$ cat src/hdl/tsr_pkg.sv
// ============================================================================
// tsr_pkg - shared types and constants of the tapered segment renderer
// Actions, register indexes, store geometry and controller/datapath links.
// ============================================================================
package tsr_pkg;

   // frame store geometry
   localparam int PIXEL_COUNT = 64;
   localparam int ADDR_W      = $clog2(PIXEL_COUNT);
   localparam int VIS_W       = 7;
   localparam int COLOR_W     = 24;
   localparam int CHAN_W      = 8;
   localparam int CHANNELS    = 3;

   // action codes
   localparam logic [1:0] ACT_CLEAR = 2'd0;
   localparam logic [1:0] ACT_DRAW  = 2'd1;
   localparam logic [1:0] ACT_SHOW  = 2'd2;

   // register indexes
   localparam logic CSR_STRIP_LENGTH = 1'b0;
   localparam logic CSR_EDGE_MARGIN  = 1'b1;

   // register reset values
   localparam logic [VIS_W-1:0] STRIP_LENGTH_RST = 7'd60;
   localparam logic [7:0]       EDGE_MARGIN_RST  = 8'd4;

   // commands from controller to datapath
   typedef struct packed {
      logic load;        // latch a new action
      logic clear;       // drop every stored pixel
      logic div_step;    // one bit of the channel divisions
      logic issue;       // read store entry, register ramp values
      logic blend;       // blend neighboring ramp values
      logic write;       // saturating add and store write
      logic advance;     // move to the next segment step
      logic show_issue;  // read and emit one strip pixel
   } cmd_type;

   // status from datapath to controller
   typedef struct packed {
      logic div_done;    // last division bit this cycle
      logic in_range;    // current step lands on the visible strip
      logic step_last;   // current step is the final one
      logic show_empty;  // no visible pixels
      logic show_last;   // current show pixel is the final one
      logic rsp_pending; // result on the output this cycle
   } stat_type;

endpackage

$ cat src/hdl/tsr_ram.sv
// ============================================================================
// tsr_ram - generic single write, single read RAM
// One write port and one read port with registered read data.
// ============================================================================
module tsr_ram #(
   parameter int WIDTH = 24,
   parameter int DEPTH = 64
) (
   input  logic                     clock,
   input  logic                     wr_en,
   input  logic [$clog2(DEPTH)-1:0] wr_addr,
   input  logic [WIDTH-1:0]         wr_data,
   input  logic                     rd_en,
   input  logic [$clog2(DEPTH)-1:0] rd_addr,
   output logic [WIDTH-1:0]         rd_data
);

   logic [WIDTH-1:0] mem_ff [DEPTH];
   logic [WIDTH-1:0] rd_data_ff;

   // write port and registered read port
   always_ff @(posedge clock) begin
      if (wr_en) begin
         mem_ff[wr_addr] <= wr_data;
      end
      if (rd_en) begin
         rd_data_ff <= mem_ff[rd_addr];
      end
   end

   assign rd_data = rd_data_ff;

endmodule

$ cat src/hdl/tsr_div.sv
// ============================================================================
// tsr_div - three lane restoring divider
// Divides each color channel by the segment length plus one, one bit a cycle.
// ============================================================================
module tsr_div
   import tsr_pkg::*;
(
   input  logic                          clock,
   input  logic                          start,
   input  logic                          step,
   input  logic [COLOR_W-1:0]            dividend,
   input  logic [CHAN_W:0]               divisor,
   output logic [COLOR_W-1:0]            quotient,
   output logic                          done
);

   logic [CHAN_W-1:0] rem_ff [CHANNELS];
   logic [CHAN_W-1:0] rem_in [CHANNELS];
   logic [COLOR_W-1:0] dvd_ff, dvd_in;
   logic [COLOR_W-1:0] quo_ff, quo_in;
   logic [CHAN_W:0]    div_ff;
   logic [2:0]         cnt_ff;

   // one restoring step per lane
   always_comb begin
      logic [CHAN_W:0] trial;
      dvd_in = dvd_ff;
      quo_in = quo_ff;
      for (int c = 0; c < CHANNELS; c++) begin
         trial = {rem_ff[c], dvd_ff[c*CHAN_W + CHAN_W-1]};
         if (trial >= div_ff) begin
            rem_in[c] = CHAN_W'(trial - div_ff);
            quo_in[c*CHAN_W +: CHAN_W] = {quo_ff[c*CHAN_W +: CHAN_W-1], 1'b1};
         end else begin
            rem_in[c] = trial[CHAN_W-1:0];
            quo_in[c*CHAN_W +: CHAN_W] = {quo_ff[c*CHAN_W +: CHAN_W-1], 1'b0};
         end
         dvd_in[c*CHAN_W +: CHAN_W] = {dvd_ff[c*CHAN_W +: CHAN_W-1], 1'b0};
      end
   end

   always_ff @(posedge clock) begin
      if (start) begin
         for (int c = 0; c < CHANNELS; c++) begin
            rem_ff[c] <= '0;
         end
         dvd_ff <= dividend;
         quo_ff <= '0;
         div_ff <= divisor;
         cnt_ff <= '0;
      end else if (step) begin
         rem_ff <= rem_in;
         dvd_ff <= dvd_in;
         quo_ff <= quo_in;
         cnt_ff <= cnt_ff + 3'd1;
      end
   end

   assign quotient = quo_ff;
   assign done     = step && (cnt_ff == 3'd7);

endmodule

$ cat src/hdl/tsr_datapath.sv
// ============================================================================
// tsr_datapath - frame store, ramp and blend arithmetic, show output
// Holds the configuration, the store with its valid bits and step counters.
// ============================================================================
module tsr_datapath
   import tsr_pkg::*;
(
   input  logic                clock,
   input  logic                reset,
   input  cmd_type             cmd,
   output stat_type            stat,
   input  logic [15:0]         req_position,
   input  logic [7:0]          req_segment_length,
   input  logic [COLOR_W-1:0]  req_color,
   input  logic                csr_wr_en,
   input  logic                csr_index,
   input  logic [7:0]          csr_data,
   output logic                rsp_strobe,
   output logic [ADDR_W-1:0]   rsp_pixel_index,
   output logic [COLOR_W-1:0]  rsp_pixel_color,
   output logic                rsp_last
);

   // configuration
   logic [VIS_W-1:0] strip_length_ff;
   logic [7:0]       edge_margin_ff;

   // latched draw parameters and counters
   logic [7:0]        base_ff, frac_ff, n_ff, i_ff;
   logic [ADDR_W-1:0] k_ff;

   // per-pixel pipeline
   logic [CHAN_W-1:0] ramp_a_ff [CHANNELS];
   logic [CHAN_W-1:0] ramp_b_ff [CHANNELS];
   logic [CHAN_W-1:0] ramp_a_in [CHANNELS];
   logic [CHAN_W-1:0] ramp_b_in [CHANNELS];
   logic [CHAN_W-1:0] blend_ff  [CHANNELS];
   logic [CHAN_W-1:0] blend_in  [CHANNELS];
   logic [ADDR_W-1:0] idx_ff;
   logic              idx_valid_ff;

   // store valid bits and output registers
   logic [PIXEL_COUNT-1:0] valid_ff;
   logic                   rsp_pending_ff;
   logic [ADDR_W-1:0]      rsp_index_ff;
   logic                   rsp_last_ff;
   logic                   rsp_valid_bit_ff;

   logic [COLOR_W-1:0] quotient;
   logic               div_done;
   logic [VIS_W-1:0]   vis;
   logic [7:0]         d, k1;
   logic [ADDR_W-1:0]  idx;
   logic               in_range;
   logic               ramp_b_zero;
   logic [COLOR_W-1:0] ram_rd_data, ram_wr_data;
   logic               ram_rd_en;
   logic [ADDR_W-1:0]  ram_rd_addr;

   tsr_div u_div (
      .clock    (clock),
      .start    (cmd.load),
      .step     (cmd.div_step),
      .dividend (req_color),
      .divisor  ({1'b0, req_segment_length} + 9'd1),
      .quotient (quotient),
      .done     (div_done)
   );

   tsr_ram #(.WIDTH(COLOR_W), .DEPTH(PIXEL_COUNT)) u_store (
      .clock   (clock),
      .wr_en   (cmd.write),
      .wr_addr (idx_ff),
      .wr_data (ram_wr_data),
      .rd_en   (ram_rd_en),
      .rd_addr (ram_rd_addr),
      .rd_data (ram_rd_data)
   );

   // visible window and step position
   always_comb begin
      vis = (strip_length_ff > VIS_W'(PIXEL_COUNT)) ? VIS_W'(PIXEL_COUNT) : strip_length_ff;
      d   = base_ff + i_ff;
      k1  = i_ff + 8'd1;
      idx = ADDR_W'(d - edge_margin_ff);
      in_range = (d >= edge_margin_ff) &&
                 ({1'b0, d} < ({2'b00, vis} + {1'b0, edge_margin_ff}));
      ramp_b_zero = (k1 == 8'd0) || ({1'b0, k1} == ({1'b0, n_ff} + 9'd1));
   end

   // ramp values at this step and the next
   always_comb begin
      logic [15:0] prod_a, prod_b;
      for (int c = 0; c < CHANNELS; c++) begin
         prod_a = quotient[c*CHAN_W +: CHAN_W] * i_ff;
         prod_b = quotient[c*CHAN_W +: CHAN_W] * k1;
         ramp_a_in[c] = (i_ff == 8'd0) ? '0 : prod_a[7:0];
         ramp_b_in[c] = ramp_b_zero ? '0 : prod_b[7:0];
      end
   end

   // fractional blend of neighboring ramp values
   always_comb begin
      logic [16:0] part_a, part_b, sum;
      for (int c = 0; c < CHANNELS; c++) begin
         part_a = ramp_a_ff[c] * ({1'b0, frac_ff} + 9'd1);
         part_b = 17'(ramp_b_ff[c] * (8'hff - frac_ff));
         sum    = part_a + part_b;
         blend_in[c] = sum[15:8];
      end
   end

   // saturating add onto the stored pixel
   always_comb begin
      logic [CHAN_W:0]   s;
      logic [CHAN_W-1:0] old;
      for (int c = 0; c < CHANNELS; c++) begin
         old = idx_valid_ff ? ram_rd_data[c*CHAN_W +: CHAN_W] : '0;
         s   = {1'b0, old} + {1'b0, blend_ff[c]};
         ram_wr_data[c*CHAN_W +: CHAN_W] = s[CHAN_W] ? 8'hff : s[CHAN_W-1:0];
      end
   end

   assign ram_rd_en   = cmd.issue || cmd.show_issue;
   assign ram_rd_addr = cmd.show_issue ? k_ff : idx;

   // configuration, valid bits and output flag
   always_ff @(posedge clock) begin
      if (reset) begin
         strip_length_ff <= STRIP_LENGTH_RST;
         edge_margin_ff  <= EDGE_MARGIN_RST;
         valid_ff        <= '0;
         rsp_pending_ff  <= 1'b0;
      end else begin
         if (csr_wr_en) begin
            unique case (csr_index)
               CSR_STRIP_LENGTH: strip_length_ff <= csr_data[VIS_W-1:0];
               CSR_EDGE_MARGIN:  edge_margin_ff  <= csr_data;
               default: ;
            endcase
         end
         if (cmd.clear) begin
            valid_ff <= '0;
         end else if (cmd.write) begin
            valid_ff[idx_ff] <= 1'b1;
         end
         rsp_pending_ff <= cmd.show_issue;
      end
   end

   // draw parameters, counters and pixel pipeline
   always_ff @(posedge clock) begin
      if (cmd.load) begin
         base_ff <= req_position[15:8];
         frac_ff <= req_position[7:0];
         n_ff    <= req_segment_length;
         i_ff    <= '0;
         k_ff    <= '0;
      end else begin
         if (cmd.advance) begin
            i_ff <= i_ff + 8'd1;
         end
         if (cmd.show_issue) begin
            k_ff <= k_ff + 1'b1;
         end
      end
      if (cmd.issue) begin
         ramp_a_ff    <= ramp_a_in;
         ramp_b_ff    <= ramp_b_in;
         idx_ff       <= idx;
         idx_valid_ff <= valid_ff[idx];
      end
      if (cmd.blend) begin
         blend_ff <= blend_in;
      end
      if (cmd.show_issue) begin
         rsp_index_ff     <= k_ff;
         rsp_last_ff      <= stat.show_last;
         rsp_valid_bit_ff <= valid_ff[k_ff];
      end
   end

   // status back to the controller
   always_comb begin
      stat.div_done    = div_done;
      stat.in_range    = in_range;
      stat.step_last   = (i_ff == n_ff);
      stat.show_empty  = (vis == '0);
      stat.show_last   = (({1'b0, k_ff} + VIS_W'(1)) == vis);
      stat.rsp_pending = rsp_pending_ff;
   end

   assign rsp_strobe      = rsp_pending_ff;
   assign rsp_pixel_index = rsp_index_ff;
   assign rsp_pixel_color = rsp_valid_bit_ff ? ram_rd_data : '0;
   assign rsp_last        = rsp_last_ff;

endmodule

$ cat src/hdl/tsr_ctrl.sv
// ============================================================================
// tsr_ctrl - action sequencer of the tapered segment renderer
// Steps through division, per-pixel read-modify-write and show readout.
// ============================================================================
module tsr_ctrl
   import tsr_pkg::*;
(
   input  logic       clock,
   input  logic       reset,
   input  logic       start,
   input  logic [1:0] req_action,
   input  stat_type   stat,
   output cmd_type    cmd,
   output logic       busy
);

   typedef enum logic [2:0] {
      S_IDLE,
      S_DIV,
      S_STEP,
      S_BLEND,
      S_WRITE,
      S_SHOW
   } state_type;

   state_type state_ff, state_in;
   logic      accept;

   assign busy   = (state_ff != S_IDLE) || stat.rsp_pending;
   assign accept = start && !busy;

   // next state and commands
   always_comb begin
      state_in = state_ff;
      cmd      = '0;
      unique case (state_ff)
         S_IDLE: begin
            if (accept) begin
               unique case (req_action)
                  ACT_CLEAR: cmd.clear = 1'b1;
                  ACT_DRAW: begin
                     cmd.load = 1'b1;
                     state_in = S_DIV;
                  end
                  ACT_SHOW: begin
                     cmd.load = 1'b1;
                     if (!stat.show_empty) begin
                        state_in = S_SHOW;
                     end
                  end
                  default: ;
               endcase
            end
         end
         S_DIV: begin
            cmd.div_step = 1'b1;
            if (stat.div_done) begin
               state_in = S_STEP;
            end
         end
         S_STEP: begin
            if (stat.in_range) begin
               cmd.issue = 1'b1;
               state_in  = S_BLEND;
            end else if (stat.step_last) begin
               state_in = S_IDLE;
            end else begin
               cmd.advance = 1'b1;
            end
         end
         S_BLEND: begin
            cmd.blend = 1'b1;
            state_in  = S_WRITE;
         end
         S_WRITE: begin
            cmd.write = 1'b1;
            if (stat.step_last) begin
               state_in = S_IDLE;
            end else begin
               cmd.advance = 1'b1;
               state_in    = S_STEP;
            end
         end
         S_SHOW: begin
            cmd.show_issue = 1'b1;
            if (stat.show_last) begin
               state_in = S_IDLE;
            end
         end
         default: state_in = S_IDLE;
      endcase
   end

   always_ff @(posedge clock) begin
      if (reset) begin
         state_ff <= S_IDLE;
      end else begin
         state_ff <= state_in;
      end
   end

endmodule

$ cat src/hdl/tapered_segment_renderer.sv
// ============================================================================
// tapered_segment_renderer - tapered segment renderer for an LED strip
// Adds anti-aliased tapered segments into a 64 pixel store and reads it out.
// ============================================================================
// Usage:
//   An action transfers at a clock edge with start high and busy low; req_*
//   carry the action, the 8.8 position, the segment length and the color.
//   Draw first runs the three channel divisions bit by bit, then walks the
//   n+1 segment steps: a step off the visible strip just advances, a drawn
//   step goes through store read, blend and saturating write.
//   Show emits every visible pixel, one per cycle on rsp_* with rsp_strobe
//   high, the first one once its store read is registered, rsp_last on the
//   final one; busy stays high until the last pixel has left. The receiver
//   cannot stall.
//   csr_* writes strip_length (index 0) and edge_margin (index 1); the user
//   writes them only while idle, the block itself does not enforce this.
//   Reset empties the store at once through per-entry valid bits and loads
//   strip_length 60 and edge_margin 4; no clearing pass is needed.
// ============================================================================
module tapered_segment_renderer
   import tsr_pkg::*;
(
   input  logic               clock,
   input  logic               reset,
   input  logic               start,
   output logic               busy,
   input  logic [1:0]         req_action,
   input  logic [15:0]        req_position,
   input  logic [7:0]         req_segment_length,
   input  logic [COLOR_W-1:0] req_color,
   output logic               rsp_strobe,
   output logic [ADDR_W-1:0]  rsp_pixel_index,
   output logic [COLOR_W-1:0] rsp_pixel_color,
   output logic               rsp_last,
   input  logic               csr_wr_en,
   input  logic               csr_index,
   input  logic [7:0]         csr_data
);

   cmd_type  cmd;
   stat_type stat;

   tsr_ctrl u_ctrl (
      .clock      (clock),
      .reset      (reset),
      .start      (start),
      .req_action (req_action),
      .stat       (stat),
      .cmd        (cmd),
      .busy       (busy)
   );

   tsr_datapath u_datapath (
      .clock              (clock),
      .reset              (reset),
      .cmd                (cmd),
      .stat               (stat),
      .req_position       (req_position),
      .req_segment_length (req_segment_length),
      .req_color          (req_color),
      .csr_wr_en          (csr_wr_en),
      .csr_index          (csr_index),
      .csr_data           (csr_data),
      .rsp_strobe         (rsp_strobe),
      .rsp_pixel_index    (rsp_pixel_index),
      .rsp_pixel_color    (rsp_pixel_color),
      .rsp_last           (rsp_last)
   );

endmodule

$ cat config.mk
export PLATFORM = sky130hd
export DESIGN_NAME = tapered_segment_renderer
export DESIGN_NICKNAME = d
export VERILOG_FILES = /design/src/hdl/tsr_pkg.sv /design/src/hdl/tsr_ram.sv /design/src/hdl/tsr_div.sv /design/src/hdl/tsr_datapath.sv /design/src/hdl/tsr_ctrl.sv /design/src/hdl/tapered_segment_renderer.sv
export SDC_FILE = /design/constraint.sdc
export NUM_CORES = 2
export LEC_CHECK = 0
export BUFFER_PORTS_ARGS = -buffer_cell sky130_fd_sc_hd__buf_2
export CORE_UTILIZATION = 55
export CTS_CLUSTER_SIZE = 30
export DETAILED_ROUTE_END_ITERATION = 6
export GPL_TIMING_DRIVEN = 0
export PLACE_DENSITY = 0.71
export SYNTH_ARGS = -nofsm -noshare
export SYNTH_HDL_FRONTEND = slang
export SYNTH_SLANG_ARGS = --single-unit
$ cat constraint.sdc
create_clock -name clock -period 8.15 [get_ports clock]
set_clock_uncertainty 0.1 [all_clocks]
set_input_delay 0.4075 -clock clock [delete_from_list [all_inputs] [get_ports clock]]
set_output_delay 0.4075 -clock clock [all_outputs]
set_load 0.01 [all_outputs]
# Yosys cells after proc, flatten, opt, wreduce, memory -nomap -nowiden
# Memory sizes are Yosys's and may differ from the RTL's. A register that Yosys moved wholly into a read port is not among the register bits.
# Cells that the tools add are included.
totals:
  mem_count: 1
  mem_bits_rw: 1536
  ff_bits: 292
  wordCells: 160
classes:
  muxes: 47
  n_reduce_logical: 20
  n_lt_le_gt_ge: 10
  eq_ne: 17
  n_addsub: 20
  n_bitwise: 2
  multipliers: 12
memory_table:
  columns: ["name", "words", "word_bits", "read_ports", "rd_clocked_by_memory_dff", "wr", "line_no", "rtl"]
  rows:
  - ["u_datapath.u_store.mem_ff", 64, 24, 1, 1, 1, "tsr_ram.sv:18", "logic [WIDTH-1:0] mem_ff [DEPTH];"]
op_table:
  columns: ["op", "count"]
  rows:
  - ["$mul A8 B17 Y16", 6]
  - ["$mux W24", 3]
  - ["$mux W8", 9]
  - ["$or A64 B64 Y64", 1]
  - ["$add A16 B16 Y16", 3]
  - ["$mul A8 B8 Y8", 6]
  - ["$add A8 B1 Y9 const B", 3]
  - ["$add A8 B8 Y9", 3]
  - ["$ge A9 B9 Y1", 3]
  - ["$sub A8 B8 Y8", 3]
  - ["$lt A6 B7 Y1 const B", 3]
  - ["$mux W1", 18]
  - ["$mux W3", 6]
  - ["$pmux W3 S6", 1]
  - ["$logic_not A8 Y1", 2]
  - ["$bmux W1 S6", 2]
  - ["$add A7 B8 Y9", 1]
  - ["$eq A3 B3 Y1 const B", 3]
  - ["$eq A8 B9 Y1", 1]
  - ["$lt A8 B9 Y1", 1]
  - ["$sub A8 B8 Y9 const A", 1]
  - ["$add A8 B1 Y8 const B", 1]
  - ["$add A8 B8 Y8", 1]
  - ["$eq A8 B8 Y1", 1]
  - ["34 further kinds", 46]

# Depth between registers and ports, before layout
depth:
  depth_word: 8
  mapped_depth: 24
  depth_no_buf: 22

# By module
# Synthesis repeated with hierarchy kept, for this count alone.
hier_totals:
  cells_unflattened: 6265
  area_unflattened_um2: 94120.3
modules_own_cells:
  columns: ["module", "instances", "area_each_um2", "seq_area_each_um2", "cells_per_inst"]
  rows:
  - ["tsr_ram", 1, 59535.8, 46844.9, 2610]
  - ["tsr_datapath", 1, 29691.0, 5215.0, 3182]
  - ["tsr_div", 1, 4508.1, 2011.9, 426]
  - ["tsr_ctrl", 1, 385.4, 60.1, 47]

# Worst setup path after synthesis
# No wires, ideal clock.
synth_path:
  path_type: "reg-to-reg"
  start: "register u_datapath.frac_ff[1]"
  end: "register u_datapath.blend_ff[15] (netlist bit) (data pin)"
  stages_incl_launch_ff: 24
  t_arrival_ns: 6.408
  setup_time_ns: 0.260
  setup_slack_ns: 1.382
  period_less_slack_ns: 6.768
  path_cell_list: "edfxtp_1 ha_1 nand3_1 nor2_1 xor2_1 clkbuf_1 nand2_1 fa_1 fa_1 fa_1 inv_1 fa_1 fa_1 inv_1 fa_1 inv_1 ha_1 a2111oi_0 o21ai_0 a31oi_1 o21ai_0 o41ai_1 o21bai_1 xnor2_1"
synth_rtl:
  columns: ["item", "line_no", "rtl"]
  rows:
  - ["from (decl)", "tsr_datapath.sv:29", "logic [7:0] base_ff, frac_ff, n_ff, i_ff;"]
  - ["from (signal assigned)", "tsr_datapath.sv:155", "frac_ff <= req_position[7:0];"]
  - ["to (signal assigned)", "tsr_datapath.sv:174", "blend_ff <= blend_in;"]
  - ["to (decl)", "tsr_datapath.sv:37", "logic [CHAN_W-1:0] blend_ff [CHANNELS];"]

==> metrics.yaml <==
status: "finished, violations left"
violations: "design-rule violations"
syn_nets: 8933
wl_per_cell_um: 26.0
first_global_vias: 64500
peakVddDrop_mv: 0.440
synth.distinct_cells: 84
fin_crit_sh_pct: 96.3
cts_buffers: 187
ctsLongestPathBuffers: 3
setup_viol: 0
slew_headroom_pct: 2.91
endpoint_kind: "flip-flop"
crit_type: "flip-flop to flip-flop"
dieArea_um2: 175000
cp_data_required_time_ns: 8.63
first_iter_violations: 9579
vias: 66200
clk_latency_ns: 0.86
postSynthRegisterBits: 1852
finalCriticalPeriod_ns: 7.85
powerDensity_nw_per_um2: 439
core-area_um2: 172000
max_freq_mhz: 127
gp_congestion: 1.01
power.switching_mw: 22.3
hold_path.class: "primary input to flip-flop"
yosysWarnings: 0
antenna_found_initial: 15
die_w_um: 419
vias_per_cell: 6.03
n_fill_cell: 13100
synth_flop_cell: "edfxtp_1"
final_nets: 9329
cts.clk_slew.worst_paths_ns: 0.06
drtPass1Iterations: 7
final_max_slew_viol_count: 0
grt_max_degree: 65
grt_pass1_wl_um: 416000
drc_errors: 3
seqPwrFrac_pct: 25.6
htree_levels: 4
grt-ovfl-total: 0
arrival_ns: 8.33
start_util_pct: 55.5
leakage_nw: 40.8
syn_area_um2: 95600
rows: 152
fin_util_pct: 62.3
internal-power_mw: 24.8
place_ws_ns: -0.774
cts_tree: "yes"
drtAntennaViolNets: 0
synth_edf_count: 1704
avgSynthCellArea_um2: 11.8
cap_violations: 0
worstPathMaxFanout: 10
grtUsageTotal_pct: 32.6
chipHeight_um: 419
layout_setup_ws_ns: 0.298
clockPowerShare_pct: 17.7
yosysSeqAreaShare_pct: 56.6
io_pins: 96
routed_wl_um: 286000
syn_inst: 8122
place_hpwl_um: 200000
async_flop_share_pct: 0
swShare_pct: 47.4
area_growth_pct: 12.2
drive_above_1_share_pct: 9.46
p_comb_share_pct: 56.7
worst_pin_slew_ns: 1.45
cp-start-kind: "flip-flop"
hold_violations: 0
root_buffer: "clkbuf_16"
io_buffer_count: 93
clkSinkCount: 1852
==> final cells by class <==
cell class	count	area (um2)	share of cell area, %
diodes	2	5.00	0.00467
plain buffers	448	2100	1.96
clock buffers	235	4930	4.60
clock inverters	101	908	0.847
inverters	583	2190	2.04
multi-input cells	5235	37900	35.3
flip-flops and latches	1852	54100	50.5
well taps	2310	2890	2.70
repair buffers	211	2170	2.02
==> cells in the final DEF, fill, tap and decap left out, types with 93 or more instances in the layout <==
cell type / instances
nand3_1: 1006
xnor2_1: 156
dfxtp_1: 148
and2_1: 279
clkbuf_1: 269
edfxtp_1: 1704
buf_2: 213
inv_1: 581
nor2_1: 119
ha_1: 367
fa_1: 381
nor2b_1: 195
clkbuf_16: 189
nand2b_1: 93
nand2_1: 1651
a21oi_1: 107
==> worst max-delay path, stage by stage, from the launching register on <==
cell and delay [ns]:
edfxtp_1 0.46, ha_1 0.26, nand3_1 0.17, xnor2_2 0.54, buf_1 0.61, and2_1 0.25
fa_1 0.41, ha_1 0.30, inv_1 0.05, fa_1 0.50, inv_1 0.06, fa_1 0.55
fa_1 0.45, fa_1 0.46, ha_1 0.30, a2111oi_0 0.36, o21ai_0 0.26, a31oi_2 0.38
o21ai_0 0.32, o41ai_2 0.38, o21bai_1 0.13, xnor2_1 0.29
==> through the flow <==
| step | hold WS (ns) | instance area, um2 | instances | total power, mW | TNS (ns) |
|---|---|---|---|---|---|
| after floorplan | 0.306 | 95600 | 8122 | 28.2 | 0 |
| after global placement | 0.313 | 98900 | 10500 | 37.5 | -991.53 |
| after detailed placement | 0.314 | 101000 | 10600 | 38.0 | -2.63 |
| after CTS | 0.0984 | 107000 | 11000 | 46.5 | 0 |
| after global routing | 0.134 | 107000 | 11000 | 49.2 | -0.00494 |
| final | 0.148 | 107000 | 11000 | 47.1 | 0 |
==> repair_timing <==
action                     4_1_cts  5_1_grt
setup buffers                    5        0
gates resized for setup         14       16
pin swaps                        0        0
hold endpoints to repair        76        0
setup endpoints to repair        8        4
hold buffers                    63        0
==> cells in the mapped netlist, drive strengths merged, types with 5 or more instances <==
cell type / n / area [um2]
and3: 59 / 369
a2111oi: 27 / 372
a31oi: 53 / 332
buf: 209 / 1180
inv: 582 / 2180
o21ai: 96 / 480
a21o: 32 / 240
o21bai: 12 / 90.1
nor3b: 11 / 82.6
dfxtp: 148 / 2960
ha: 367 / 4590
nand3: 1006 / 5030
clkbuf: 243 / 916
fa: 381 / 7630
nor2: 185 / 699
nor3: 21 / 121
nand2b: 96 / 601
xor2: 62 / 562
and2: 279 / 1750
nor2b: 195 / 1220
a21oi: 111 / 563
nand2: 1666 / 6250
a32oi: 23 / 201
o21a: 75 / 563
or3: 7 / 43.8
edfxtp: 1704 / 51200
a211oi: 32 / 240
a211o: 5 / 43.8
mux4: 87 / 1960
mux2i: 77 / 796
nand4: 38 / 238
nand3b: 10 / 87.6
xnor2: 159 / 1410
==> metal layers <==
metal	track usage (%)	wire length (um)
met5	0	49
met4	17.0	16400
met3	7.25	32300
met2	49.9	129000
met1	43.7	108000
==> cell families (layout without fill, tap and decap cells) <==
group                      after synthesis  after routing  share of synthesized area [%]
and+or+nand+nor                       3592           3592                           17.4
DFF                                   1852           1852                           56.6
buffers and inverters                 1035           1578                           4.49
adders and majority gates              748            748                           12.8
AOI/OAI and AO/OA                      507            507                           3.67
xor gates and xnor gates               221            221                           2.06
muxes                                  167            167                           2.92
other                                    0              2                              0
==> final timing paths <==
kind,to,slack [ns],cells after the start,start
worst max-delay path,u_datapath.blend_ff[15],0.30,21,u_datapath.frac_ff[0]
worst min-delay path,u_datapath.u_div.rem_ff[8],0.15,3,start
worst max register to register,u_datapath.blend_ff[15],0.30,21,u_datapath.frac_ff[0]
worst min register to register,u_datapath.rsp_pixel_index[2],0.33,0,u_datapath.k_ff[2]
==> flip-flops by register name, indices dropped and copies added (netlist names), 9 cells and up <==
register                    cells
u_datapath.ramp_b_ff           24
u_datapath.u_div.dvd_ff        24
u_datapath.u_div.quotient      24
u_datapath.u_div.div_ff         9
u_datapath.ramp_a_ff           24
u_datapath.valid_ff            64
u_datapath.u_store.rd_data     24
u_datapath.u_div.rem_ff        24
u_datapath.u_store.mem_ff    1536
u_datapath.blend_ff            24
==> power groups by stage <==
stage / clock network (mW) / registers, mW / logic (mW)
2_1_floorplan: 0 / 12.2 / 16.0
3_3_place_gp: 0 / 12.5 / 25.0
3_5_place_dp: 0 / 12.2 / 25.8
4_1_cts: 8.34 / 12.0 / 26.1
5_1_grt: 8.69 / 12.1 / 28.5
6_report: 8.32 / 12.1 / 26.7
(Power assumes the default switching activity.)
